==> src/rtl/spc_pkg.sv <==
// Shared types and constants of the speed PID controller.
package spc_pkg;

    // Fixed datapath widths of the shared multiply-accumulate unit
    localparam int DATA_W  = 32;
    localparam int MUL_A_W = 33;
    localparam int MUL_B_W = 18;
    localparam int PROD_W  = MUL_A_W + MUL_B_W;
    localparam int ACC_W   = 67;
    localparam int OPND_W  = 34;
    localparam int ALPHA_W = 17;
    localparam int DIV_W   = 16;
    localparam int CFG_IDX_W = 3;

    localparam logic [ALPHA_W-1:0] ALPHA_ONE = 17'd65536;

    // Register reset values
    localparam logic signed [DATA_W-1:0] KP_RESET      = 32'sd52428800;
    localparam logic signed [DATA_W-1:0] KI_RESET      = 32'sd65536;
    localparam logic signed [DATA_W-1:0] KD_RESET      = 32'sd0;
    localparam logic signed [DATA_W-1:0] LOW_LIM_RESET = -32'sd1966080000;
    localparam logic signed [DATA_W-1:0] HI_LIM_RESET  = 32'sd1966080000;
    localparam logic [ALPHA_W-1:0]       ALPHA_RESET   = 17'd65536;
    localparam logic [DIV_W-1:0]         DIV_RESET     = 16'd10;

    typedef enum logic [CFG_IDX_W-1:0] {
        CFG_KP      = 3'd0,
        CFG_KI      = 3'd1,
        CFG_KD      = 3'd2,
        CFG_LOW_LIM = 3'd3,
        CFG_HI_LIM  = 3'd4,
        CFG_ALPHA   = 3'd5,
        CFG_DIV     = 3'd6,
        CFG_ENABLE  = 3'd7
    } t_cfg_idx;

    typedef enum logic [3:0] {
        S_IDLE,
        S_F0,
        S_F1,
        S_F2,
        S_ERR,
        S_SUM,
        S_MHI,
        S_MLO,
        S_MADD,
        S_MTERM,
        S_CLAMP,
        S_DONE
    } t_state;

    typedef enum logic [1:0] {
        TERM_I,
        TERM_P,
        TERM_D
    } t_term;

    typedef struct packed {
        logic signed [DATA_W-1:0] measured_speed;
        logic signed [DATA_W-1:0] setpoint_speed;
    } t_in_item;

    typedef struct packed {
        logic signed [DATA_W-1:0] drive_value;
        logic                     updated;
        logic signed [DATA_W-1:0] filtered_speed_out;
        logic signed [DATA_W-1:0] integral_term;
    } t_out_item;

endpackage

==> src/rtl/spc_in_if.sv <==
// Input channel of the speed PID controller: one PWM tick per transaction.
interface spc_in_if import spc_pkg::*; ();
    logic     valid;
    logic     ready;
    t_in_item data;

    modport source (output valid, output data, input ready);
    modport sink   (input valid, input data, output ready);
endinterface

==> src/rtl/spc_out_if.sv <==
// Output channel of the speed PID controller: one result per transaction.
interface spc_out_if import spc_pkg::*; ();
    logic      valid;
    logic      ready;
    t_out_item data;

    modport source (output valid, output data, input ready);
    modport sink   (input valid, input data, output ready);
endinterface

==> src/rtl/speed_pid_controller_core.sv <==
// Speed PID controller with low-pass speed filter and anti-windup clamp.
//
// Each input transaction is one PWM tick (raw speed and target speed, signed
// fixed point with FRAC_BITS fraction bits) and returns exactly one result
// transaction. While loop_enable is set the core counts ticks and on every
// update_divider-th tick filters the speed, forms the error, accumulates it
// into a sum saturated at +/-12000, and drives Kp*e + Ki*sum + Kd*(e - last e)
// clamped to the output limits; other ticks report the held values. All
// arithmetic runs through one shared 33x18 signed multiplier with a registered
// product and a 67-bit accumulator, stepped by a small sequencer; each full
// gain product takes two multiplier passes. A no-update tick runs only the
// integral term; an update tick runs filter, error, sum, all three terms and
// the clamp. The next tick is taken once the last result is in the output
// register (ready only while idle), even while that result still waits to be
// taken. Registers are written through a single-cycle write port; the user
// must write them only while the core is idle, which the core does not
// enforce. Writing 0 to loop_enable clears all loop state, and writing either
// output limit clamps the held output into the new range.
module speed_pid_controller_core import spc_pkg::*; #(
    parameter int FRAC_BITS = 16
) (
    input  logic                 i_clk,
    input  logic                 i_rst_n,
    input  logic                 i_cfg_we,
    input  logic [CFG_IDX_W-1:0] i_cfg_idx,
    input  logic [DATA_W-1:0]    i_cfg_data,
    spc_in_if.sink               i_sample,
    spc_out_if.source            o_result
);

    localparam int PID_W = ACC_W - FRAC_BITS + 2;
    localparam longint LIM_RAW = longint'(12000) <<< FRAC_BITS;
    localparam logic signed [OPND_W-1:0] SUM_LIM =
        (LIM_RAW > 64'sd2147483647) ? 34'sd2147483647 : OPND_W'(LIM_RAW);
    localparam logic signed [ACC_W-1:0] INT_MAX = ACC_W'(64'sd2147483647);
    localparam logic signed [ACC_W-1:0] INT_MIN = ACC_W'(-64'sd2147483648);

    // Control state
    t_state                r_state, n_state;
    t_term                 r_term;
    logic                  r_upd;
    logic                  r_out_valid;
    logic [DIV_W-1:0]      r_tick;

    // Configuration registers
    logic signed [DATA_W-1:0] r_kp, r_ki, r_kd, r_lo_lim, r_hi_lim;
    logic [ALPHA_W-1:0]       r_alpha;
    logic [DIV_W-1:0]         r_div;
    logic                     r_enable;

    // Loop state
    logic signed [DATA_W-1:0]   r_smooth;
    logic signed [DATA_W:0]     r_prev;
    logic signed [DATA_W-1:0]   r_esum;
    logic signed [DATA_W-1:0]   r_held;

    // Working registers
    logic signed [DATA_W-1:0]   r_meas, r_target;
    logic signed [DATA_W:0]     r_err;
    logic signed [OPND_W-1:0]   r_diff;
    logic signed [PROD_W-1:0]   r_prod;
    logic signed [ACC_W-1:0]    r_acc;
    logic signed [PID_W-1:0]    r_pid;
    logic signed [DATA_W-1:0]   r_integ;
    t_out_item                  r_out;

    logic                       w_accept;
    logic                       w_out_load;
    logic [DIV_W-1:0]           w_tick_inc;
    logic                       w_do_upd;
    logic signed [DATA_W-1:0]   w_lo_new, w_hi_new, w_lo_eff, w_hi_eff, w_held_cfg;
    logic signed [MUL_A_W-1:0]  w_mul_a;
    logic signed [MUL_B_W-1:0]  w_mul_b;
    logic signed [MUL_A_W-1:0]  w_gain;
    logic signed [OPND_W-1:0]   w_opnd;
    logic signed [OPND_W-1:0]   w_esum_wide, w_esum_clamp;
    logic signed [ACC_W-1:0]    w_term;
    logic signed [DATA_W-1:0]   w_term_sat;
    logic signed [PID_W-1:0]    w_pid_lo, w_pid_hi;
    logic [DIV_W-1:0]           w_cfg_div;

    assign w_accept   = i_sample.valid && i_sample.ready;
    assign w_out_load = (r_state == S_DONE) && (!r_out_valid || o_result.ready);
    assign w_tick_inc = r_tick + 16'd1;
    assign w_do_upd   = r_enable && (w_tick_inc >= r_div);

    assign i_sample.ready = (r_state == S_IDLE);
    assign o_result.valid = r_out_valid;
    assign o_result.data  = r_out;

    // Effective limits, taking a limit write of this cycle into account
    always_comb begin
        w_lo_new = r_lo_lim;
        w_hi_new = r_hi_lim;
        if (i_cfg_we && (i_cfg_idx == CFG_LOW_LIM)) begin
            w_lo_new = $signed(i_cfg_data);
        end
        if (i_cfg_we && (i_cfg_idx == CFG_HI_LIM)) begin
            w_hi_new = $signed(i_cfg_data);
        end
        if (w_lo_new > w_hi_new) begin
            w_lo_eff = w_hi_new;
            w_hi_eff = w_lo_new;
        end else begin
            w_lo_eff = w_lo_new;
            w_hi_eff = w_hi_new;
        end
        if (r_held < w_lo_eff) begin
            w_held_cfg = w_lo_eff;
        end else if (r_held > w_hi_eff) begin
            w_held_cfg = w_hi_eff;
        end else begin
            w_held_cfg = r_held;
        end
    end

    // Operand select for the shared multiplier
    always_comb begin
        case (r_term)
            TERM_I: begin
                w_gain = MUL_A_W'(r_ki);
                w_opnd = OPND_W'(r_esum);
            end
            TERM_P: begin
                w_gain = MUL_A_W'(r_kp);
                w_opnd = OPND_W'(r_err);
            end
            TERM_D: begin
                w_gain = MUL_A_W'(r_kd);
                w_opnd = r_diff;
            end
            default: begin
                w_gain = '0;
                w_opnd = '0;
            end
        endcase

        case (r_state)
            S_F0: begin
                w_mul_a = MUL_A_W'(r_meas);
                w_mul_b = $signed({1'b0, r_alpha});
            end
            S_F1: begin
                w_mul_a = MUL_A_W'(r_smooth);
                w_mul_b = $signed({1'b0, ALPHA_ONE - r_alpha});
            end
            S_MHI: begin
                w_mul_a = w_gain;
                w_mul_b = w_opnd[OPND_W-1:16];
            end
            S_MLO: begin
                w_mul_a = w_gain;
                w_mul_b = $signed({2'b00, w_opnd[15:0]});
            end
            default: begin
                w_mul_a = '0;
                w_mul_b = '0;
            end
        endcase
    end

    // Error sum with anti-windup saturation
    always_comb begin
        w_esum_wide = OPND_W'(r_esum) + OPND_W'(r_err);
        if (w_esum_wide > SUM_LIM) begin
            w_esum_clamp = SUM_LIM;
        end else if (w_esum_wide < -SUM_LIM) begin
            w_esum_clamp = -SUM_LIM;
        end else begin
            w_esum_clamp = w_esum_wide;
        end
    end

    // Floor shift of the accumulated product, saturated copy for the integral output
    always_comb begin
        w_term = r_acc >>> FRAC_BITS;
        if (w_term > INT_MAX) begin
            w_term_sat = 32'sh7FFF_FFFF;
        end else if (w_term < INT_MIN) begin
            w_term_sat = 32'sh8000_0000;
        end else begin
            w_term_sat = DATA_W'(w_term);
        end
        w_pid_lo  = PID_W'(w_lo_eff);
        w_pid_hi  = PID_W'(w_hi_eff);
        w_cfg_div = i_cfg_data[DIV_W-1:0];
    end

    // Sequencer
    always_ff @(posedge i_clk) begin
        if (!i_rst_n) begin
            r_state <= S_IDLE;
        end else begin
            r_state <= n_state;
        end
    end

    always_comb begin
        n_state = r_state;
        case (r_state)
            S_IDLE: begin
                if (w_accept) begin
                    n_state = w_do_upd ? S_F0 : S_MHI;
                end
            end
            S_F0:   n_state = S_F1;
            S_F1:   n_state = S_F2;
            S_F2:   n_state = S_ERR;
            S_ERR:  n_state = S_SUM;
            S_SUM:  n_state = S_MHI;
            S_MHI:  n_state = S_MLO;
            S_MLO:  n_state = S_MADD;
            S_MADD: n_state = S_MTERM;
            S_MTERM: begin
                if (!r_upd) begin
                    n_state = S_DONE;
                end else if (r_term == TERM_D) begin
                    n_state = S_CLAMP;
                end else begin
                    n_state = S_MHI;
                end
            end
            S_CLAMP: n_state = S_DONE;
            S_DONE: begin
                if (w_out_load) begin
                    n_state = S_IDLE;
                end
            end
            default: n_state = S_IDLE;
        endcase
    end

    // Shared multiplier, product registered every cycle
    always_ff @(posedge i_clk) begin
        r_prod <= w_mul_a * w_mul_b;
    end

    // Datapath and configuration
    always_ff @(posedge i_clk) begin
        if (!i_rst_n) begin
            r_term      <= TERM_I;
            r_upd       <= 1'b0;
            r_out_valid <= 1'b0;
            r_tick      <= '0;
            r_kp        <= KP_RESET;
            r_ki        <= KI_RESET;
            r_kd        <= KD_RESET;
            r_lo_lim    <= LOW_LIM_RESET;
            r_hi_lim    <= HI_LIM_RESET;
            r_alpha     <= ALPHA_RESET;
            r_div       <= DIV_RESET;
            r_enable    <= 1'b0;
            r_smooth    <= '0;
            r_prev      <= '0;
            r_esum      <= '0;
            r_held      <= '0;
        end else begin
            case (r_state)
                S_IDLE: begin
                    if (w_accept) begin
                        r_meas   <= i_sample.data.measured_speed;
                        r_target <= i_sample.data.setpoint_speed;
                        r_upd    <= w_do_upd;
                        r_term   <= TERM_I;
                        if (r_enable) begin
                            r_tick <= w_do_upd ? '0 : w_tick_inc;
                        end
                    end
                end
                S_F1: r_acc <= ACC_W'(r_prod);
                S_F2: r_acc <= r_acc + ACC_W'(r_prod);
                S_ERR: begin
                    r_smooth <= $signed(r_acc[47:16]);
                    r_err    <= (DATA_W+1)'(r_target) - (DATA_W+1)'($signed(r_acc[47:16]));
                end
                S_SUM: begin
                    r_esum <= DATA_W'(w_esum_clamp);
                    r_diff <= OPND_W'(r_err) - OPND_W'(r_prev);
                    r_prev <= r_err;
                end
                S_MLO:  r_acc <= ACC_W'(r_prod) <<< 16;
                S_MADD: r_acc <= r_acc + ACC_W'(r_prod);
                S_MTERM: begin
                    // Integral term first: it also feeds the integral output
                    if (r_term == TERM_I) begin
                        r_pid   <= PID_W'(w_term);
                        r_integ <= w_term_sat;
                        r_term  <= TERM_P;
                    end else begin
                        r_pid  <= r_pid + PID_W'(w_term);
                        r_term <= TERM_D;
                    end
                end
                S_CLAMP: begin
                    if (r_pid < w_pid_lo) begin
                        r_held <= w_lo_eff;
                    end else if (r_pid > w_pid_hi) begin
                        r_held <= w_hi_eff;
                    end else begin
                        r_held <= DATA_W'(r_pid);
                    end
                end
                default: ;
            endcase

            // Output register: load the finished result, drop it once taken
            if (w_out_load) begin
                r_out.drive_value        <= r_held;
                r_out.updated            <= r_upd;
                r_out.filtered_speed_out <= r_smooth;
                r_out.integral_term      <= r_integ;
                r_out_valid              <= 1'b1;
            end else if (o_result.ready) begin
                r_out_valid <= 1'b0;
            end

            if (i_cfg_we) begin
                case (t_cfg_idx'(i_cfg_idx))
                    CFG_KP:      r_kp <= $signed(i_cfg_data);
                    CFG_KI:      r_ki <= $signed(i_cfg_data);
                    CFG_KD:      r_kd <= $signed(i_cfg_data);
                    CFG_LOW_LIM: begin
                        r_lo_lim <= $signed(i_cfg_data);
                        r_held   <= w_held_cfg;
                    end
                    CFG_HI_LIM: begin
                        r_hi_lim <= $signed(i_cfg_data);
                        r_held   <= w_held_cfg;
                    end
                    CFG_ALPHA: begin
                        // Saturate weights above unity
                        if (i_cfg_data[ALPHA_W-1:0] > ALPHA_ONE) begin
                            r_alpha <= ALPHA_ONE;
                        end else begin
                            r_alpha <= i_cfg_data[ALPHA_W-1:0];
                        end
                    end
                    CFG_DIV: begin
                        // A zero divider runs an update on every tick
                        if (w_cfg_div == '0) begin
                            r_div <= 16'd1;
                        end else begin
                            r_div <= w_cfg_div;
                        end
                    end
                    CFG_ENABLE: begin
                        r_enable <= i_cfg_data[0];
                        if (!i_cfg_data[0]) begin
                            r_smooth <= '0;
                            r_prev   <= '0;
                            r_esum   <= '0;
                            r_held   <= '0;
                            r_tick   <= '0;
                        end
                    end
                    default: ;
                endcase
            end
        end
    end

    // Checks
    a_accept_leaves_idle: assert property (@(posedge i_clk) disable iff (!i_rst_n)
        w_accept |=> (r_state != S_IDLE))
        else $error("accepted tick did not start the sequencer");

    a_esum_in_range: assert property (@(posedge i_clk) disable iff (!i_rst_n)
        (OPND_W'(r_esum) <= SUM_LIM) && (OPND_W'(r_esum) >= -SUM_LIM))
        else $error("error sum outside its anti-windup limit");

    a_filter_only_on_update: assert property (@(posedge i_clk) disable iff (!i_rst_n)
        (r_state == S_F0) |-> r_upd)
        else $error("filter step entered on a tick without update");

    a_done_loads_result: assert property (@(posedge i_clk) disable iff (!i_rst_n)
        w_out_load |=> (r_out_valid && (r_state == S_IDLE)))
        else $error("finished result not presented");

endmodule

==> src/flat_wrapper.sv <==
// flat-port wrapper written by rule: the top's interface ports become plain ports
module speed_pid_controller_core_flat import spc_pkg::*;
#(
    parameter int FRAC_BITS = 16
)
  (i_clk, i_rst_n, i_cfg_we, i_cfg_idx, i_cfg_data, i_sample_valid, i_sample_data, i_sample_ready, o_result_valid, o_result_data, o_result_ready);
  spc_in_if i_sample_i ();
  spc_out_if o_result_i ();
  input  logic i_clk;
  input  logic i_rst_n;
  input  logic i_cfg_we;
  input  logic [CFG_IDX_W-1:0] i_cfg_idx;
  input  logic [DATA_W-1:0] i_cfg_data;
  input wire logic [$bits(i_sample_i.valid)-1:0] i_sample_valid;
  input wire logic [$bits(i_sample_i.data)-1:0] i_sample_data;
  output wire logic [$bits(i_sample_i.ready)-1:0] i_sample_ready;
  output wire logic [$bits(o_result_i.valid)-1:0] o_result_valid;
  output wire logic [$bits(o_result_i.data)-1:0] o_result_data;
  input wire logic [$bits(o_result_i.ready)-1:0] o_result_ready;
  assign i_sample_i.valid = i_sample_valid;
  assign i_sample_i.data = i_sample_data;
  assign i_sample_ready = i_sample_i.ready;
  assign o_result_valid = o_result_i.valid;
  assign o_result_data = o_result_i.data;
  assign o_result_i.ready = o_result_ready;
  speed_pid_controller_core #(.FRAC_BITS(FRAC_BITS)) u_core (.i_clk(i_clk), .i_rst_n(i_rst_n), .i_cfg_we(i_cfg_we), .i_cfg_idx(i_cfg_idx), .i_cfg_data(i_cfg_data), .i_sample(i_sample_i), .o_result(o_result_i));
endmodule
==> config.mk <==
export PLATFORM = sky130hd
export DESIGN_NAME = speed_pid_controller_core_flat
export DESIGN_NICKNAME = d
export VERILOG_FILES = /design/src/rtl/spc_pkg.sv /design/src/rtl/spc_in_if.sv /design/src/rtl/spc_out_if.sv /design/src/rtl/speed_pid_controller_core.sv /design/src/flat_wrapper.sv
export SDC_FILE = /design/constraint.sdc
export NUM_CORES = 2
export LEC_CHECK = 0
export BUFFER_PORTS_ARGS = -buffer_cell sky130_fd_sc_hd__buf_2
export CAP_MARGIN = 20
export CORE_ASPECT_RATIO = 0.6
export CORE_UTILIZATION = 25
export CTS_CLUSTER_SIZE = 25
export DETAILED_ROUTE_END_ITERATION = 8
export GPL_TIMING_DRIVEN = 0
export PLACE_DENSITY_LB_ADDON = 0.1
export SLEW_MARGIN = 15
export SYNTH_ARGS = -nofsm -noshare
export SYNTH_HDL_FRONTEND = slang
export SYNTH_SLANG_ARGS = --single-unit
==> constraint.sdc <==
create_clock -name i_clk -period 25.6 [get_ports i_clk]
set_clock_uncertainty 0.1 [all_clocks]
set_input_delay 1.28 -clock i_clk [delete_from_list [all_inputs] [get_ports i_clk]]
set_output_delay 1.28 -clock i_clk [all_outputs]
set_load 0.005 [all_outputs]
==> summary.md <==
| Metric | Value |
|---|---|
| Status | `completed` |
| Yosys reg bits | `778` |
| Setup tns final | `0 ns` |
| Cts bufs inserted | `90` |
| FP Rows | `146` |
| Nature of the critical path endpoint | `flop` |
| Dominant synthesized flop cell | `dfxtp_1` |
| Met2 WL | `118000 um` |
| Max cap viols | `0` |
| Minimum clock period | `about 14 ns` |
| CP max FO | `10` |
| RSZ-0062 raised after global routing | `false` |
| Initial DRC Count | `6041` |
| First-pass GRT wire length | `439000 um` |
| Max frequency | `~0.07 GHz` |
| Initial Utilization | `between 20% and 30%` |
| Routed Wire Length | `around 320000 um` |
| Total track usage | `a little under a quarter` |
| Post-synth EDFFs | `380` |
| CTS H-Tree Depth | `3` |
| Mapped Area | `66800 um2` |
| Clock Sinks | `778` |
| Worst-Margin Slew | `1.25 ns` |
| Routed length on met3 | `25800 um` |
| Slew headroom | `~17%` |
| Initial antenna violation count | `19` |
| Core area | `between 200000 and 300000 um2` |
| CTS Root Cell | `clkbuf_16` |
| Post-route insts no fill | `11600` |
| Syn nets | `8748` |
| Synth top area cells | `edfxtp_1 (17%), fa_1 (17%), dfxtp_1 (12%), ha_1 (9.8%), nand2_1 (6.3%)` |
| Synthesized area per cell | `8.83 um2` |
| Sequential power share | `36.1%` |
| Clock share of power | `32.2%` |
| Die ar. | `269000 um2` |
| Die Y | `402 um` |
| Syn Inst Count | `7557` |
| Post-synth top area share | `17.1%` |
| Buf/Inv on CP | `11` |
| CP most frequent cell | `clkbuf_1` |
| Final global-route overflow total | `0` |
| Via count | `58200` |
| Crit path max-delay family | `buffers and inverters` |
| CP arrival | `14.96 ns` |
| Buffers on Ports | `roughly 190` |
| Largest net degree at the start of global routing | `27` |
| Largest area contributor in the synthesized netlist | `edfxtp_1` |
| Met1 WL | `167000 um` |
| Tcrit/Tclk final | `56.4%` |
| Number of remaining DRC errors | `0` |
| Final Max Tran Viols | `0` |
| Drt pass-1 iters | `9` |
| Sw Share | `39.1%` |
| Ys Warns | `0` |
| Die outline width | `669 um` |
| Dpl cells | `11400` |
| Combinational share of power | `31.7%` |
| Clk Latency, worst-skew pair | `~0.7 ns` |
| Final layout net count | `9112` |
| WP data required | `~26 ns` |
| Avg WL per Cell | `27.5 um` |
| Ys async rst share | `0%` |
| Drt via density | `5.04` |
| CP Class | `primary input to flop` |
| HPWL after detailed placement | `264000 um` |
| # IOs | `a little over 200` |
| Antenna-violating nets left | `0` |
| Nature of the critical path startpoint | `primary input` |
| Gpl congestion | `0.945` |
| Switching pwr | `1.66 mW` |
| Uppermost layer routed | `met5` |
| Setup Fix Bufs, Post-CTS | `0` |
| Top-count cell post-synth | `nand2_1` |
| Sequential share of the synthesized area | `between 20 and 30%` |
| PwrDens | `55.6 nW/um2` |
| Area growth from synthesis to layout | `14.4%` |
| Final Hold Fails | `0` |
| Final setup violation count | `0` |
| VDD IR-drop max | `~49 uV` |
| Slowest-stage cell, CP | `mux2i_1` |
| Min-Delay Path Class | `flop to flop` |
| Worst-path clk slew | `0.06 ns` |
| Leakage | `32.6 nW` |
| CP max stage delay | `0.94 ns` |
| Cts repair resizes | `0` |
| TritonCTS clock tree | `done` |
| Max clock buf depth | `3` |
| Internal Power | `2.58 mW` |
| Netlist cell types | `between 100 and 150` |
| Vias in the first global route | `55000` |
| Hold bufs inserted after CTS | `0` |
| Synth cell count leaders | `nand2_1 (1116), inv_1 (933), nor2_1 (602)` |
| Layout cells sized above 1 | `about 7.2%` |
[cells in the final DEF, fill, tap and decap left out, types with 165 or more instances in the layout]
cell type | netlist | final
xnor2_1 | 165 | 165
o21ai_0 | 330 | 329
nor2_1 | 602 | 594
buf_2 | 14 | 225
dfxtp_1 | 398 | 398
nand2_1 | 1116 | 1116
edfxtp_1 | 380 | 380
inv_1 | 933 | 933
fa_1 | 564 | 564
clkbuf_1 | 289 | 299
ha_1 | 523 | 523
a21oi_1 | 577 | 574
[layer usage]
metal  GRT usage, %  vias up
met5              0        -
met4           4.77        8
met3           4.80      263
met2           29.7     2085
met1           38.0    29500
li1               -    26300
[registers in the layout (all words and copies together) (netlist names), 2 cells and up]
name                  flops
u_core.r_alpha           17
u_core.r_term             2
u_core.r_integ           32
u_core.r_meas            32
u_core.r_ki              32
u_core.r_prev            33
u_core.r_held            32
u_core.r_kp              32
u_core.r_kd              32
u_core.r_div             16
u_core.r_diff            34
u_core.o_result.data     97
u_core.r_hi_lim          32
u_core.r_tick            16
u_core.r_esum            32
u_core.r_target          32
u_core.r_prod            51
u_core.r_err             33
u_core.r_acc             67
u_core.r_lo_lim          32
u_core.r_smooth          32
u_core.r_state            4
u_core.r_pid             53
[power groups by stage]
stage | combinational (mW) | sequential, mW | clock [mW]
after floorplan | 0.797 | 1.46 | 0
after global placement | 1.26 | 1.57 | 0
after detailed placement | 1.31 | 1.56 | 0
after CTS | 1.32 | 1.53 | 1.41
after global routing | 1.45 | 1.53 | 1.45
final | 1.34 | 1.53 | 1.37
[worst paths after layout]
path,startpoint,to,slack (ns),cells after the start
worst max-delay path,i_cfg_idx[1],u_core.r_held[9],11.16,34
worst min-delay path,u_core.r_integ[8],u_core.o_result.data[8],0.31,0
worst max register to register,u_core.r_term[0],u_core.r_prod[50],11.78,34
worst min register to register,u_core.r_integ[8],u_core.o_result.data[8],0.31,0
[kinds of logic after synthesis]
logic type               count (synthesis)  synth area share (%)
AO/OA/AOI/OAI                         1659                  15.8
multiplexers                           145                  2.22
XOR/XNOR                               257                  3.38
AND/OR/NAND/NOR                       2349                  15.5
adder cells (fa/ha/maj)               1088                  26.7
buffers and inverters                 1281                  7.34
flip-flops                             778                  29.0
[area by class of cell]
type	count	area [um2]
Clock buffer	126	2600
Sequential cell	778	19400
Fill cell	28100	188000
Buffer	345	1400
Multi-Input combinational cell	5498	42700
Inverter	936	3510
Antenna cell	5	12.5
Timing Repair Buffer	272	1930
Tap cell	3552	4440
Clock inverter	41	389
[through the flow]
| step | hold WS [ns] | cell area, um2 | power, mW | util (%) | worst slack [ns] |
|---|---|---|---|---|---|
| after floorplan | 0.300 | 66800 | 2.26 | - | 13.94 |
| after global placement | 0.308 | 72200 | 2.84 | 27.3 | 3.02 |
| after detailed placement | 0.306 | 73300 | 2.86 | 27.7 | 10.81 |
| after CTS | 0.319 | 76300 | 4.25 | 28.8 | 11.60 |
| after global routing | 0.329 | 76400 | 4.43 | 28.9 | 10.97 |
| final | 0.308 | 76400 | 4.24 | 28.9 | 11.16 |
Note: power is estimated with default switching activity, not from simulation.
